### config.mk
export PLATFORM = sky130hd
export DESIGN_NAME = c_string_literal_escaper_top
export DESIGN_NICKNAME = d
export VERILOG_FILES = /design/src/rtl/csle_pkg.sv /design/src/rtl/csle_front.sv /design/src/rtl/csle_fifo.sv /design/src/rtl/csle_back.sv /design/src/rtl/c_string_literal_escaper_top.sv
export SDC_FILE = /design/constraint.sdc
export NUM_CORES = 1
export LEC_CHECK = 0
export ABC_CLOCK_PERIOD_IN_PS = 3500
export CORE_MARGIN = 2
export CORE_UTILIZATION = 60
export DETAILED_ROUTE_END_ITERATION = 12
export DONT_BUFFER_PORTS = 1
export PLACE_DENSITY = 0.82
export SYNTH_ARGS = -nofsm -noshare
export SYNTH_HDL_FRONTEND = slang
export SYNTH_SLANG_ARGS = --single-unit
### constraint.sdc
create_clock -name clk -period 3.5 [get_ports clk]
set_input_delay 0.175 -clock clk [delete_from_list [all_inputs] [get_ports clk]]
set_output_delay 0.175 -clock clk [all_outputs]
set_load 0.01 [all_outputs]
### src/rtl/csle_pkg.sv
package csle_pkg;

	localparam int unsigned MaxChars = 5;
	localparam int unsigned LenW = 3;

	localparam logic [7:0] ChDquote = 8'h22;
	localparam logic [7:0] ChSquote = 8'h27;
	localparam logic [7:0] ChQmark = 8'h3F;
	localparam logic [7:0] ChBslash = 8'h5C;
	localparam logic [7:0] ChLowX = 8'h78;
	localparam logic [7:0] ChNone = 8'h00;

	localparam logic KindData = 1'b0;
	localparam logic KindEnd = 1'b1;

	typedef struct packed {
		logic [MaxChars-1:0][7:0] chars;
		logic [LenW-1:0] len;
	} csle_desc_t;

	function automatic logic [7:0] escape_letter(input logic [7:0] b);
		logic [7:0] r;
		unique case (b)
			ChSquote: r = ChSquote;
			ChDquote: r = ChDquote;
			ChQmark: r = ChQmark;
			ChBslash: r = ChBslash;
			8'h07: r = 8'h61;
			8'h08: r = 8'h62;
			8'h0C: r = 8'h66;
			8'h0A: r = 8'h6E;
			8'h0D: r = 8'h72;
			8'h09: r = 8'h74;
			8'h0B: r = 8'h76;
			default: r = ChNone;
		endcase
		return r;
	endfunction

	function automatic logic [7:0] hex_digit(input logic [3:0] n);
		logic [7:0] r;
		if (n < 4'd10) begin
			r = 8'h30 + {4'd0, n};
		end else begin
			r = 8'h57 + {4'd0, n};
		end
		return r;
	endfunction

endpackage

### src/rtl/csle_front.sv
module csle_front
	import csle_pkg::*;
(
	input logic clk,
	input logic arst_n,
	input logic take,
	input logic kind,
	input logic [7:0] data_byte,
	output csle_desc_t desc
);

	logic quote_open_q;
	logic [3:0][7:0] body;
	logic [LenW-1:0] body_len;
	logic [7:0] letter;
	logic lead;

	always_ff @(posedge clk or negedge arst_n) begin
		if (!arst_n) begin
			quote_open_q <= 1'b0;
		end else if (take) begin
			quote_open_q <= (kind == KindData);
		end
	end

	always_comb begin
		letter = escape_letter(data_byte);
		body = '0;
		body_len = '0;
		lead = !quote_open_q;
		if (kind == KindEnd) begin
			body[0] = ChDquote;
			body_len = LenW'(1);
		end else if (letter != ChNone) begin
			body[0] = ChBslash;
			body[1] = letter;
			body_len = LenW'(2);
		end else if (data_byte >= 8'h20 && data_byte <= 8'h7E) begin
			body[0] = data_byte;
			body_len = LenW'(1);
		end else begin
			body[0] = ChBslash;
			body[1] = ChLowX;
			body[2] = hex_digit(data_byte[7:4]);
			body[3] = hex_digit(data_byte[3:0]);
			body_len = LenW'(4);
		end
		desc.chars = '0;
		if (lead) begin
			desc.chars[0] = ChDquote;
			for (int i = 1; i < MaxChars; i++) begin
				desc.chars[i] = body[i-1];
			end
			desc.len = body_len + LenW'(1);
		end else begin
			for (int i = 0; i < MaxChars - 1; i++) begin
				desc.chars[i] = body[i];
			end
			desc.len = body_len;
		end
	end

endmodule

### src/rtl/csle_fifo.sv
module csle_fifo
	import csle_pkg::*;
#(
	parameter int unsigned Depth = 4
)
(
	input logic clk,
	input logic arst_n,
	input logic wr,
	input csle_desc_t wr_data,
	output logic full,
	input logic rd,
	output csle_desc_t rd_data,
	output logic empty
);

	localparam int unsigned PtrW = (Depth > 1) ? $clog2(Depth) : 1;
	localparam int unsigned CntW = $clog2(Depth + 1);

	csle_desc_t mem [Depth];
	logic [PtrW-1:0] wptr_q;
	logic [PtrW-1:0] rptr_q;
	logic [CntW-1:0] count_q;
	logic do_wr;
	logic do_rd;

	assign full = (count_q == CntW'(Depth));
	assign empty = (count_q == '0);
	assign do_wr = wr && !full;
	assign do_rd = rd && !empty;
	assign rd_data = mem[rptr_q];

	always_ff @(posedge clk) begin
		if (do_wr) begin
			mem[wptr_q] <= wr_data;
		end
	end

	always_ff @(posedge clk or negedge arst_n) begin
		if (!arst_n) begin
			wptr_q <= '0;
			rptr_q <= '0;
			count_q <= '0;
		end else begin
			if (do_wr) begin
				wptr_q <= (wptr_q == PtrW'(Depth - 1)) ? '0 : wptr_q + PtrW'(1);
			end
			if (do_rd) begin
				rptr_q <= (rptr_q == PtrW'(Depth - 1)) ? '0 : rptr_q + PtrW'(1);
			end
			if (do_wr && !do_rd) begin
				count_q <= count_q + CntW'(1);
			end else if (do_rd && !do_wr) begin
				count_q <= count_q - CntW'(1);
			end
		end
	end

endmodule

### src/rtl/csle_back.sv
module csle_back
	import csle_pkg::*;
(
	input logic clk,
	input logic arst_n,
	input csle_desc_t desc,
	input logic desc_empty,
	output logic desc_take,
	output logic [7:0] out_char,
	output logic last,
	output logic empty,
	input logic pop
);

	logic [LenW-1:0] idx_q;
	logic [7:0] char_q;
	logic last_q;
	logic valid_q;
	logic load;
	logic at_end;

	assign load = !desc_empty && (!valid_q || pop);
	assign at_end = (idx_q == desc.len - LenW'(1));
	assign desc_take = load && at_end;

	assign out_char = char_q;
	assign last = last_q;
	assign empty = !valid_q;

	always_ff @(posedge clk or negedge arst_n) begin
		if (!arst_n) begin
			idx_q <= '0;
			valid_q <= 1'b0;
		end else begin
			if (load) begin
				valid_q <= 1'b1;
				idx_q <= at_end ? '0 : idx_q + LenW'(1);
			end else if (pop) begin
				valid_q <= 1'b0;
			end
		end
	end

	always_ff @(posedge clk) begin
		if (load) begin
			char_q <= desc.chars[idx_q];
			last_q <= at_end;
		end
	end

endmodule

### src/rtl/c_string_literal_escaper_top.sv
// an item gives one to five output bytes (four for a hex escape, five with an opening quote)
// the first byte of a transaction's output passes the descriptor queue, then the result register
// throughput: one byte per cycle, set by the single-byte result register, while pop is high and
// the queue is not empty; the descriptor queue lets the input side run ahead by FifoDepth items
// reset: asynchronous, clears quote state, queue pointers and output valid
module c_string_literal_escaper_top
	import csle_pkg::*;
#(
	parameter int unsigned FifoDepth = 4
)
(
	input logic clk,
	input logic arst_n,
	input logic push,
	output logic full,
	input logic kind,
	input logic [7:0] data_byte,
	output logic empty,
	input logic pop,
	output logic [7:0] out_char,
	output logic last
);

	csle_desc_t front_desc;
	csle_desc_t queue_desc;
	logic queue_empty;
	logic queue_take;
	logic take;

	assign take = push && !full;

	csle_front u_front (
		.clk(clk),
		.arst_n(arst_n),
		.take(take),
		.kind(kind),
		.data_byte(data_byte),
		.desc(front_desc)
	);

	csle_fifo #(
		.Depth(FifoDepth)
	) u_fifo (
		.clk(clk),
		.arst_n(arst_n),
		.wr(push),
		.wr_data(front_desc),
		.full(full),
		.rd(queue_take),
		.rd_data(queue_desc),
		.empty(queue_empty)
	);

	csle_back u_back (
		.clk(clk),
		.arst_n(arst_n),
		.desc(queue_desc),
		.desc_empty(queue_empty),
		.desc_take(queue_take),
		.out_char(out_char),
		.last(last),
		.empty(empty),
		.pop(pop)
	);

endmodule
==> results.toml <==
[logic_synthesis]
synth_cell_type_count = 62
netlist_top_cells_area = "edfxtp_1 62%, mux4_2 11%, dfrtp_1 3.7%, ha_1 2.8%, mux2i_1 2.2%"
syn_avg_cell_area_um2 = 15.9
yosysSeqAreaShare = 0.657
synth.cell_area_mm2 = 0.00818
yosys_most_used_dff = "edfxtp_1"
synth-seq-cells = 181
synth_top_area_cell = "edfxtp_1"
synth_top_area_share = 0.621
synth-edff-count = 169
synthArstFlopShare = 0.0663
yosysWarnings = 0
synth_cells = 513

[sta]
tightest_slew_ns = 0.762
final.setup.tns_ns = 0
slew_headroom = 0.492
fin_ws_ns = 0.355
report.final.slew_viol_count = 0
setup_viol = 0
fmax_ghz = 0.318
skew_ns = 0.00626
fin_crit_sh = 0.898
rsz0062_at_grt = "false"
hold_viol_final = 0
period_needed_ns = 3.14

[worst_setup_path]
worstPathArrival_ns = 3.46
critPathTopFamily = "multiplexers"
startpoint_type = "register"
path_max_fanout = 29
path_common_cell = "inv_1"
worstSetupEndpointType = "register"
required_ns = 3.81
slowest_stage = "dfrtp_2"
path_class = "register to register"
cpPeakStageDelay_ns = 0.60
cp_cell_sequence = "buf_4 -> mux4_2 -> xnor2_2 -> nor4_4 -> inv_1 -> ha_1 -> inv_1 -> fa_1 -> mux2_2"
cp.buffers_inverters = 3

[floorplanning]
die_h_um = 121
die_width_um = 121
fp.dieArea_mm2 = 0.0146
core_area_mm2 = 0.0133
pin_count = 24
std_cell_rows = 42
initial_utilization = 0.615

[pwr]
combPwrFrac = 0.306
intPower_w = 0.00521
pwr_density_cell_mw_per_mm2 = 838
power_frac_clock = 0.260
swShare = 0.312
cellLeakagePower_nw = 3.13
sequentialPowerShare = 0.434
ir_worst_vdd_v = 0.000412
netSwitchingPower_w = 0.00236

[cts]
cts.hold.buffers_added = 5
clock_path_buffers = 2
cts_buffers = 17
root_buffer = "clkbuf_16"
clkTransAtPathRegs_ns = 0.06
postCtsSetupBuffers = 0
tritoncts = "done"
cts_resized = 0
h-tree-depth = 4
clk_latency_ns = 0.43
clkSinkCount = 181

[final_layout]
fillers = 848
final_cells = 717
areaGrowthSynthToFinish_pct = 10.6
num-nets-final = 561
drive_gt1_frac = 0.201
n_antenna_cell = 0

[global_route]
grt_usage = 0.245
grt_overflow = 0
grt_pass1_vias = 4590
grt_pass1_wl_um = 25900
antenna_found_initial = 0
grt_max_degree = 41

[routing]
ant_nets = 0
wl_met1_um = 6440
dr_total_vias = 4580
wl_um = 16700
top_layer = "met4"
dr_wl_met2_um = 8250
wire_per_inst_um = 23.3
wl_met3_um = 1490
first_pass_iters = 5
viasPerCell = 6.39
drc = 0
drt_iter0_drc = 615

[run_status]
status = "finished clean"

[run]
cap_viol_max_count = 0

[placed_design]
pre_cts_ws_ns = 0.341
gp_congestion = 0.899
dp.cells = 681
hpwl_um = 10500
buffer_ports.inserted = 0

[hold_path]
worstHoldPathType = "input pin to register"
power groups by stage:
stage	Sequential, W	Combinational [W]	Clock, W
finish	0.00329	0.00232	0.00197
global route	0.00333	0.00251	0.00207
CTS	0.00329	0.00234	0.00198
detailed placement	0.00333	0.00229	0
global placement	0.00329	0.00220	0
floorplan	0.00320	0.00181	0
cells by family (layout without fill, tap and decap cells):
family | Yosys count | after routing | share of synthesized area
fa+ha+maj | 19 | 19 | 0.0300
buf+inv | 49 | 70 | 0.0274
compound gates | 77 | 77 | 0.0630
simple gates | 113 | 113 | 0.0728
mux | 62 | 62 | 0.136
other cells | 1 | 8 | 0.000459
flops | 181 | 181 | 0.657
xor+xnor | 11 | 11 | 0.0127
area by class of cell:
class	instances	area, um^2	area share
inverters	21	78.8	0.00871
repair buffers	18	148	0.0163
multi-input cells	290	2610	0.289
well taps	176	220	0.0243
clock buffers	18	429	0.0474
clock inverters	13	181	0.0201
flip-flops and latches	181	5380	0.595
cell usage in the layout, fill, tap and decap left out, types with 4 or more instances in the layout:
cell type / instances
a21o_1: 4
bufinv_16: 4
mux2i_1: 18
dlygate4sd3_1: 5
nand2_1: 23
dfrtp_1: 10
o22ai_1: 8
clkbuf_16: 17
nand3_1: 7
o21ai_0: 22
mux4_2: 39
xnor2_1: 7
mux2_2: 5
a21oi_1: 13
ha_1: 18
inv_1: 21
nor2b_1: 7
and2_2: 4
conb_1: 8
edfxtp_1: 169
buf_4: 13
nor2_1: 38
nor3_1: 7
layer usage:
metal | vias up | track usage
met3 | 43 | 0.0608
met2 | 244 | 0.385
met5 | - | 0
met1 | 2278 | 0.329
li1 | 2015 | -
met4 | 0 | 0.109
metrics by stage:
| step | instance area [um^2] | total power [W] | utilization | hold WS [ns] |
|---|---|---|---|---|
| floorplan | 8200 | 0.00501 | - | -0.121 |
| global placement | 8380 | 0.00550 | 0.631 | -0.120 |
| detailed placement | 8380 | 0.00562 | 0.631 | -0.120 |
| CTS | 9040 | 0.00762 | 0.680 | 0.0695 |
| global route | 9040 | 0.00792 | 0.680 | 0.0784 |
| finish | 9040 | 0.00758 | 0.680 | 0.0864 |
state kept, by name (all words and copies together), names as in the netlist:
register	cells
u_front.quote_open_q	1
u_fifo.count_q	3
u_fifo.wptr_q	2
u_back.idx_q	3
u_fifo.mem	160
u_back.out_char	8
u_fifo.rptr_q	2
u_back.last	1
u_back.valid_q	1
final timing paths:
| kind | from | endpoint | slack, ns | cells after the start |
|---|---|---|---|---|
| max | u_fifo.rptr_q[1] | u_fifo.count_q[1] | 0.36 | 9 |
| min | kind | u_fifo.mem[2][4] | 0.09 | 2 |
| max reg2reg | u_fifo.rptr_q[1] | u_fifo.count_q[1] | 0.36 | 9 |
| min reg2reg | u_fifo.count_q[2] | u_fifo.count_q[2] | 0.51 | 1 |
| max in group asynchronous | arst_n | u_fifo.rptr_q[1] | 2.87 | 1 |
| min in group asynchronous | arst_n | u_fifo.count_q[2] | 0.20 | 1 |
cell usage after synthesis, types with 3 or more instances:
cell	count
dfrtp_1	12
ha_1	18
nand2_1	23
buf_1	3
mux4_2	39
buf_4	4
mux2i_1	18
nor2b_1	7
nor2_1	38
a21oi_1	13
nand3_1	7
o22ai_1	8
edfxtp_1	169
inv_1	21
a211oi_1	3
nand4_1	3
buf_2	8
a21o_1	4
nor3_1	7
mux2_2	5
clkbuf_1	11
nand2b_1	3
xor2_1	3
o21ai_0	22
and2_1	7
xnor2_1	7
nor4_1	3
a31oi_1	3
Note: power is estimated with default switching activity, not from simulation.
